$ cat src/hdl/dspg_pkg.sv
// shared types, constants and codes for the dual stepper pulse generator
package dspg_pkg;

    localparam int COUNT_BITS = 16;
    localparam int SPU_BITS   = 8;
    localparam int REM_BITS   = COUNT_BITS + SPU_BITS;
    localparam int WAIT_BITS  = 16;
    localparam int CFG_INDEX_BITS = 1;

    localparam logic [WAIT_BITS-1:0] STEP_DELAY_RESET     = WAIT_BITS'(100);
    localparam logic [SPU_BITS-1:0]  STEPS_PER_UNIT_RESET = SPU_BITS'(200);

    typedef enum logic [1:0] {
        OP_TICK       = 2'd0,
        OP_MOVE_LEFT  = 2'd1,
        OP_MOVE_RIGHT = 2'd2
    } op_t;

    typedef enum logic [CFG_INDEX_BITS-1:0] {
        CFG_STEP_DELAY     = 1'b0,
        CFG_STEPS_PER_UNIT = 1'b1
    } cfg_index_t;

    typedef struct packed {
        logic [WAIT_BITS-1:0] step_delay;
        logic [SPU_BITS-1:0]  steps_per_unit;
    } cfg_t;

    // per-channel command derived from one request
    typedef struct packed {
        logic                         tick;
        logic                         load;
        logic signed [COUNT_BITS-1:0] count;
        logic signed [COUNT_BITS-1:0] queued;
    } chan_cmd_t;

    // per-channel line levels and stop pulse after the request
    typedef struct packed {
        logic step;
        logic dir;
        logic stopped;
    } chan_res_t;

endpackage

$ cat src/hdl/dspg_channel.sv
// one step/direction channel: remaining count, queued move and idle delay timer
module dspg_channel
(
    input  logic              clk,
    input  logic              rst_n,
    input  logic              en,
    input  dspg_pkg::cfg_t    cfg,
    input  dspg_pkg::chan_cmd_t cmd,
    output dspg_pkg::chan_res_t res
);

    logic [dspg_pkg::REM_BITS-1:0]   rem_reg,  rem_next;
    logic [dspg_pkg::COUNT_BITS-1:0] pend_reg, pend_next;
    logic [dspg_pkg::WAIT_BITS-1:0]  wait_reg, wait_next;
    logic                            dir_reg,  dir_next;
    logic                            step_reg, step_next;
    logic                            stopped;

    logic [dspg_pkg::COUNT_BITS-1:0] src;
    logic                            src_neg;
    logic [dspg_pkg::COUNT_BITS-1:0] mag;
    logic [dspg_pkg::REM_BITS-1:0]   load_rem;
    logic                            load_dir;
    logic [dspg_pkg::WAIT_BITS-1:0]  wait_dec;

    // move source: the request's count, or the queued count on a delayed start
    assign src      = cmd.load ? dspg_pkg::COUNT_BITS'(cmd.count) : pend_reg;
    assign src_neg  = src[dspg_pkg::COUNT_BITS-1];
    assign mag      = src_neg ? dspg_pkg::COUNT_BITS'(~src + 1'b1) : src;
    assign load_rem = dspg_pkg::REM_BITS'(mag) * dspg_pkg::REM_BITS'(cfg.steps_per_unit);
    assign load_dir = !src_neg && (src != '0);
    assign wait_dec = (wait_reg != '0) ? wait_reg - dspg_pkg::WAIT_BITS'(1) : '0;

    always_comb
    begin
        rem_next  = rem_reg;
        pend_next = pend_reg;
        wait_next = wait_reg;
        dir_next  = dir_reg;
        step_next = step_reg;
        stopped   = 1'b0;
        if (cmd.load)
        begin
            rem_next  = load_rem;
            pend_next = dspg_pkg::COUNT_BITS'(cmd.queued);
            wait_next = cfg.step_delay;
            dir_next  = load_dir;
        end
        else if (cmd.tick)
        begin
            if (rem_reg != '0)
            begin
                // high on even counts, low on odd
                step_next = ~rem_reg[0];
                rem_next  = rem_reg - dspg_pkg::REM_BITS'(1);
                stopped   = (rem_reg == dspg_pkg::REM_BITS'(1)) && (pend_reg == '0);
            end
            else
            begin
                step_next = 1'b0;
                if (wait_dec == '0)
                begin
                    rem_next  = load_rem;
                    pend_next = '0;
                    wait_next = cfg.step_delay;
                    dir_next  = load_dir;
                end
                else
                begin
                    wait_next = wait_dec;
                end
            end
        end
    end

    always_ff @(posedge clk or negedge rst_n)
    begin
        if (!rst_n)
        begin
            rem_reg  <= '0;
            pend_reg <= '0;
            wait_reg <= '0;
            dir_reg  <= 1'b0;
            step_reg <= 1'b0;
        end
        else if (en)
        begin
            rem_reg  <= rem_next;
            pend_reg <= pend_next;
            wait_reg <= wait_next;
            dir_reg  <= dir_next;
            step_reg <= step_next;
        end
    end

    assign res.step    = step_next;
    assign res.dir     = dir_next;
    assign res.stopped = stopped;

    // last half-step of a run with nothing queued leaves the channel idle, line low
    a_stop_idles: assert property (@(posedge clk) disable iff (!rst_n)
        (en && !cmd.load && cmd.tick && rem_reg == dspg_pkg::REM_BITS'(1) && pend_reg == '0)
        |=> (rem_reg == '0 && !step_reg))
        else $error("stop did not leave channel idle");

    // a move restarts the delay timer
    a_load_wait: assert property (@(posedge clk) disable iff (!rst_n)
        (en && cmd.load) |=> (wait_reg == $past(cfg.step_delay)))
        else $error("move did not restart delay timer");

    // state only moves when a request is processed
    a_hold: assert property (@(posedge clk) disable iff (!rst_n)
        !en |=> ($stable(rem_reg) && $stable(pend_reg) && $stable(wait_reg)))
        else $error("channel state changed without a request");

endmodule

$ cat src/hdl/dual_stepper_pulse_generator_core.sv
// top level of the dual stepper step/direction pulse generator
//
//  channel | signals                                       | direction
//  --------+-----------------------------------------------+----------
//  req     | req_valid req_ready operation move_count      | in
//          | queued_count                                  |
//  res     | res_valid res_ready left_step left_dir        | out
//          | right_step right_dir left_stopped right_stopped|
//  cfg     | cfg_valid cfg_ready cfg_index cfg_data        | in
//
//  each request passes through the request register, then through the channel
//  update into the result register; one request per cycle is sustained while
//  res_ready is high, and the channel state update is the only loop
//  the request register accepts while a result waits, so a stalled result side
//  blocks new requests only once both registers are full
//  reset clears all channel state and loads the register reset values;
//  configuration writes are always taken (cfg_ready stays high)
module dual_stepper_pulse_generator_core
(
    input  logic                                     clk,
    input  logic                                     rst_n,
    // request channel
    input  logic                                     req_valid,
    output logic                                     req_ready,
    input  logic [1:0]                               operation,
    input  logic signed [dspg_pkg::COUNT_BITS-1:0]   move_count,
    input  logic signed [dspg_pkg::COUNT_BITS-1:0]   queued_count,
    // result channel
    output logic                                     res_valid,
    input  logic                                     res_ready,
    output logic                                     left_step,
    output logic                                     left_dir,
    output logic                                     right_step,
    output logic                                     right_dir,
    output logic                                     left_stopped,
    output logic                                     right_stopped,
    // configuration write channel
    input  logic                                     cfg_valid,
    output logic                                     cfg_ready,
    input  logic [dspg_pkg::CFG_INDEX_BITS-1:0]      cfg_index,
    input  logic [dspg_pkg::WAIT_BITS-1:0]           cfg_data
);

    // configuration registers
    dspg_pkg::cfg_t cfg_reg;

    // request register
    logic                                   req_vld_reg;
    logic [1:0]                             op_reg;
    logic signed [dspg_pkg::COUNT_BITS-1:0] move_reg;
    logic signed [dspg_pkg::COUNT_BITS-1:0] queued_reg;

    // result register
    logic                  res_valid_reg;
    dspg_pkg::chan_res_t   left_res_reg;
    dspg_pkg::chan_res_t   right_res_reg;

    dspg_pkg::chan_cmd_t   left_cmd;
    dspg_pkg::chan_cmd_t   right_cmd;
    dspg_pkg::chan_res_t   left_res;
    dspg_pkg::chan_res_t   right_res;
    logic                  adv;

    assign cfg_ready = 1'b1;

    // register write decode
    always_ff @(posedge clk or negedge rst_n)
    begin
        if (!rst_n)
        begin
            cfg_reg.step_delay     <= dspg_pkg::STEP_DELAY_RESET;
            cfg_reg.steps_per_unit <= dspg_pkg::STEPS_PER_UNIT_RESET;
        end
        else if (cfg_valid)
        begin
            unique case (dspg_pkg::cfg_index_t'(cfg_index))
                dspg_pkg::CFG_STEP_DELAY:
                    cfg_reg.step_delay <= cfg_data;
                dspg_pkg::CFG_STEPS_PER_UNIT:
                    cfg_reg.steps_per_unit <= dspg_pkg::SPU_BITS'(cfg_data);
                default: ;
            endcase
        end
    end

    // the held request moves on when the result register is free or being drained
    assign adv       = req_vld_reg && (!res_valid_reg || res_ready);
    assign req_ready = !req_vld_reg || adv;

    always_ff @(posedge clk or negedge rst_n)
    begin
        if (!rst_n)
            req_vld_reg <= 1'b0;
        else if (req_ready)
            req_vld_reg <= req_valid;
    end

    // request payload, no reset needed
    always_ff @(posedge clk)
    begin
        if (req_valid && req_ready)
        begin
            op_reg     <= operation;
            move_reg   <= move_count;
            queued_reg <= queued_count;
        end
    end

    // operation decode; the unused code touches neither channel
    always_comb
    begin
        left_cmd.tick    = 1'b0;
        left_cmd.load    = 1'b0;
        left_cmd.count   = move_reg;
        left_cmd.queued  = queued_reg;
        right_cmd.tick   = 1'b0;
        right_cmd.load   = 1'b0;
        right_cmd.count  = move_reg;
        right_cmd.queued = queued_reg;
        unique case (op_reg)
            dspg_pkg::OP_TICK:
            begin
                left_cmd.tick  = 1'b1;
                right_cmd.tick = 1'b1;
            end
            dspg_pkg::OP_MOVE_LEFT:
                left_cmd.load = 1'b1;
            dspg_pkg::OP_MOVE_RIGHT:
                right_cmd.load = 1'b1;
            default: ;
        endcase
    end

    dspg_channel u_left
    (
        .clk   (clk),
        .rst_n (rst_n),
        .en    (adv),
        .cfg   (cfg_reg),
        .cmd   (left_cmd),
        .res   (left_res)
    );

    dspg_channel u_right
    (
        .clk   (clk),
        .rst_n (rst_n),
        .en    (adv),
        .cfg   (cfg_reg),
        .cmd   (right_cmd),
        .res   (right_res)
    );

    // result valid: set by an advancing request, cleared when taken
    always_ff @(posedge clk or negedge rst_n)
    begin
        if (!rst_n)
            res_valid_reg <= 1'b0;
        else if (adv)
            res_valid_reg <= 1'b1;
        else if (res_ready)
            res_valid_reg <= 1'b0;
    end

    // result payload captured alongside the channel state update
    always_ff @(posedge clk)
    begin
        if (adv)
        begin
            left_res_reg  <= left_res;
            right_res_reg <= right_res;
        end
    end

    assign res_valid     = res_valid_reg;
    assign left_step     = left_res_reg.step;
    assign left_dir      = left_res_reg.dir;
    assign right_step    = right_res_reg.step;
    assign right_dir     = right_res_reg.dir;
    assign left_stopped  = left_res_reg.stopped;
    assign right_stopped = right_res_reg.stopped;

endmodule

$ cat config.mk
export PLATFORM = sky130hd
export DESIGN_NAME = dual_stepper_pulse_generator_core
export DESIGN_NICKNAME = d
export VERILOG_FILES = /design/src/hdl/dspg_pkg.sv /design/src/hdl/dspg_channel.sv /design/src/hdl/dual_stepper_pulse_generator_core.sv
export SDC_FILE = /design/constraint.sdc
export NUM_CORES = 1
export LEC_CHECK = 0
export BUFFER_PORTS_ARGS = -buffer_cell sky130_fd_sc_hd__buf_4
export CORE_MARGIN = 5
export CORE_UTILIZATION = 35
export DETAILED_ROUTE_END_ITERATION = 16
export PLACE_DENSITY = 0.59
export SLEW_MARGIN = 30
export SYNTH_ARGS = -nofsm -noshare
export SYNTH_HDL_FRONTEND = slang
export SYNTH_HIERARCHICAL = 1
export SYNTH_SLANG_ARGS = --single-unit
$ cat constraint.sdc
create_clock -name clk -period 8.9 [get_ports clk]
set_input_delay 1.78 -clock clk [delete_from_list [all_inputs] [get_ports clk]]
set_output_delay 1.78 -clock clk [all_outputs]
set_load 0.05 [all_outputs]
* Word-level counts from Yosys, hierarchy flattened
Index checks and enable logic that the tools add are counted.
** Storage, ports and cells
- Flip-flop bits (word level) :: 182
- Input port bits :: 56
** Cells by class
- $add $sub $neg :: 6
- $mul :: 2
- Eq/ne operators :: 6
- Mux-type cells :: 49
- Bitwise operators :: 8
- Reductions and logical operators :: 40
** Operator list (number)
- $mux W16 :: 22
- $mux W24 :: 8
- $logic_not A16 Y1 :: 4
- $reduce_bool A16 Y1 :: 4
- $eq A24 B1 Y1 const B :: 2
- $mul A16 B8 Y24 :: 2
- $reduce_bool A24 Y1 :: 2
- $sub A24 B1 Y24 const B :: 2
- $add A16 B1 Y16 const B :: 2
- $not A16 Y16 :: 2
- $sub A16 B1 Y16 const B :: 2
- $mux W1 :: 19
- $reduce_and A3 Y1 :: 4
- $reduce_bool A2 Y1 :: 5
- $reduce_and A4 Y1 :: 2
- $logic_and A1 B1 Y1 :: 6
- $not A1 Y1 :: 6
- $reduce_bool A3 Y1 :: 2
- $reduce_or A3 Y1 :: 2
- $logic_not A1 Y1 :: 4
- $ne A2 B1 Y1 const B :: 2
- $reduce_and A2 Y1 :: 2
- $eq A2 B1 Y1 const B :: 1
- $eq A2 B2 Y1 const B :: 1
- other kinds (2) :: 3

* Logic depth before layout (Yosys ltp)
- Depth after elaboration :: 11
- Gate-level depth with buffers :: 28
- Depth with buffers taken out :: 24

* Hierarchy
The synthesis kept the hierarchy.
** By module, submodules not included
- dspg_channel at u_right :: instances 1, cells an instance 995, area an instance 8379.3 um^2
- dspg_channel at u_left :: instances 1, cells an instance 979, area an instance 8264.2 um^2
- dual_stepper_pulse_generator_core :: instances 1, cells an instance 105, area an instance 2269.7 um^2

* Worst setup path before layout
OpenSTA, ideal clock, no wires.
- Kind :: register to register
- Start point :: reg op_reg[1]
- End point :: reg u_left/rem_reg[23] in the netlist's numbering
- Arrival :: 7164 ps
- Data required time :: 8762 ps
- Slack :: 1598 ps
- Cell stages (with the launch flop) :: 27
- Buffers on the path :: 4
- Cell sequence :: edfxtp_1 -> nor2b_1 -> buf_2 -> buf_2 -> clkbuf_1 -> buf_2 -> mux2i_1 -> ha_1 -> inv_1 -> nor4_1 -> a21oi_1 -> xnor2_1 -> and2_1 -> fa_1 -> fa_1 -> fa_1 -> inv_1 -> fa_1 -> inv_1 -> ha_1 -> a21o_1 -> or4_1 -> o21ai_0 -> nor4_1 -> a2111oi_0 -> xnor2_1 -> o221ai_1
** RTL lines
- start: declaration :: RTL line dual_stepper_pulse_generator_core.sv:49 : logic [1:0] op_reg;
- start signal: assignment :: RTL line dual_stepper_pulse_generator_core.sv:103 : op_reg <= operation;
- end signal: assignment :: RTL line dspg_channel.sv:88 : rem_reg <= rem_next;
- end: declaration :: RTL line dspg_channel.sv:12 : logic [dspg_pkg::REM_BITS-1:0] rem_reg, rem_next;

==> impl_results.md <==
* Slew Viols, Final at 0
* Post-route ant nets at 0
* H-tree Lvls at 4
* Slew @ Worst Pin at 920 ps
* Data required, critical path at 9240 ps
* Syn avg cell area at 9.10 um2
* CP max FO at 34
* Ratio of cells with drive above 1 in the final layout at 0.0975
* Worst Path Buf+Inv at 3
* Clock Latency Late Sink at 490 ps
* Final Hold Violating Endpoints at 0
* Count leader, synth: inv_1
* Die W at 242 um
* Cell count after synthesis at 2079
* Final setup fails at 0
* I/O Buffers at 63
* Core ar. at 53700 um2
* Final period util at 0.870
* Chip height at 242 um
* Post-synth top cells: inv_1 (228), and2_1 (192), fa_1 (168), dfrtp_1 (136), o21ai_0 (128)
* Largest cells by area after synthesis: dfrtp_1 (18%), fa_1 (18%), ha_1 (6.5%)
* Cts hold-fix bufs at 0
* Post-synth EDFFs at 40
* I/O pins at 65
* Worst Setup Start Kind: flip-flop
* Net count of the finished layout at 2411
* Routed wire per std cell at 18.5 um
* Async SR Flop Fraction at 0.780
* Proportion of netlist area held by the largest area contributor at 0.180
* Die area at 58800 um2
* Worst setup EP type: flip-flop
* # Max-Cap Violations at 0
* DRC at 0
* Clk buf depth at 2
* Part of the Yosys area used for sequential elements at 0.252
* Critical path's slowest cell: xnor2_1
* Crit path top cell by count: fa_1
* Number of synthesized register bits at 182
* Max frequency at 129 MHz
* GRT overflow at 0
* CTS tree: built
* Synth Flop Type: dfrtp_1
* Hold path startpoint: u_left/dir_reg
* Vias per std cell at 5.48
* Setup repair bufs after CTS at 0
* Site Rows at 85
* Clock-pin slew on the worst setup and hold paths at 80 ps
* R2r startpoint: op_reg[0]
* Post-Syn Nets at 2401
* Vias in the first global route at 15227
* Final HPWL DP at 38800 um
* Detailed-router iteration count before antenna repair at 5
* Cell family with most CP delay: adder cells
* Ys Warns at 6
* CP max stage delay at 560 ps
* Clk Tree Root Cell: clkbuf_16
* Minimum clock period at 7740 ps
* Initial antenna violation count at 0
* Synth area leader: dfrtp_1
* Slew headroom at 0.382
* Setup TNS at 0 ps
* Post-synthesis cell area at 18900 um2
* Worst Skew at 13.0 ps
* Critical path launch point: op_reg[0]
* HP Class: flip-flop to flip-flop
* Worst Setup Path Type: flip-flop to flip-flop
* Status: completed
* Critical Path, Cell by Cell: nor2b_4 > buf_4 > mux2i_1 > o211ai_1 > or2_1 > nor3_1 > nor2_1 > xnor2_1 > and2_1 > fa_1 > fa_1 > fa_1 > inv_1 > fa_1 > inv_1 > ha_1 > a21o_1 > or4_1 > o21ai_0 > nor4_1 > a2111oi_0 > xnor2_1 > o221ai_1
* Total number of vias at 15323
* Largest net degree at the start of global routing at 81
* Filler Cells Inserted at 5322
* Synth cell types at 91
* Initial Util at 0.352
* DRT iter0 DRCs at 1277
* Placer Congestion at 0.897
* Ant. Diodes at 0
* First-pass GRT wire length at 84300 um
* Post-CTS sizing at 0
* RSZ-0062 raised after global routing: no
* CTS buffer count at 17
* Drt total wl at 51800 um
* Area grow syn2layout at 9.31%
* Total GRT Usage at 0.177
* CP arrival at 8080 ps
* CTS sink cnt at 182
layout by cell type (no fill, tap or decap), types with 10 or more instances in the layout:
cell type,count
nand2_1,103
a31oi_1,25
nor2_1,116
clkbuf_16,18
mux2i_1,43
or3_1,22
mux2_2,21
nor3_1,65
ha_1,98
nand2b_1,34
o21a_1,11
and2_1,191
xnor2_1,38
edfxtp_1,40
nor3b_1,10
fa_1,168
dfrtp_1,136
nor2b_1,46
o31ai_1,13
inv_1,228
o2bb2ai_1,12
a21oi_1,86
mux2_4,11
nor4_1,35
buf_4,85
nand3_1,57
xor2_1,16
or2_2,11
a22o_1,20
o21ai_0,126
layout make-up:
cell class / count / area [um2] / area share
clock buffers: 19 / 454 / 0.0220
inverters: 228 / 856 / 0.0414
flip-flops and latches: 182 / 4760 / 0.230
multi-input cells: 1572 / 12900 / 0.623
clock inverters: 13 / 178 / 0.00859
well taps: 696 / 871 / 0.0421
repair buffers: 88 / 676 / 0.0327
metal layers:
layer | up-vias | routed length (um) | GRT usage
met4 | 0 | 1000 | 0.0505
li1 | 7166 | - | -
met3 | 59 | 2880 | 0.0299
met1 | 7623 | 25400 | 0.264
met2 | 475 | 22500 | 0.263
met5 | - | 0 | 0
tightest hold or removal path, stage by stage, from the launching register on:
cell     delay (ps)
dfrtp_1         350
nand2_1          50
nand2_1          60
per-stage QoR:
step	area [um2]	utilization	setup slack (ps)	instances	hold WS, ps
global placement	20000	0.372	1440	2765	458
detailed placement	20000	0.373	1240	2765	470
floorplan	18900	-	1600	2079	440
global route	20700	0.385	432	2798	516
CTS	20600	0.384	1200	2797	488
finish	20700	0.385	1160	2798	481
path summary, 6_finish.rpt:
path / endpoint / cells past startpoint / slack, ps
worst max register to register: u_left/rem_reg[23] / 23 / 1160
worst max-delay path: u_left/rem_reg[23] / 23 / 1160
max in group asynchronous: u_right/rem_reg[19] / 2 / 6410
worst min-delay path: u_left/dir_reg / 2 / 480
worst min register to register: u_left/dir_reg / 2 / 480
min in group asynchronous: u_left/rem_reg[12] / 1 / 1290
cells by family (layout without fill, tap and decap cells):
| family | after synthesis | after routing | share of synthesized area |
|---|---|---|---|
| multiplexers | 75 | 75 | 0.0440 |
| other | 1 | 1 | 0.000198 |
| flip-flops | 182 | 182 | 0.252 |
| AO/OA/AOI/OAI | 422 | 422 | 0.144 |
| buffers and inverters | 325 | 348 | 0.0709 |
| adder cells (fa/ha/maj) | 266 | 266 | 0.243 |
| AND/OR/NAND/NOR | 753 | 753 | 0.220 |
| XOR/XNOR | 55 | 55 | 0.0259 |
Power is left out: the tool's default activity adds up to more than one toggle a clock period on the data nets, which glitch-free logic cannot reach.
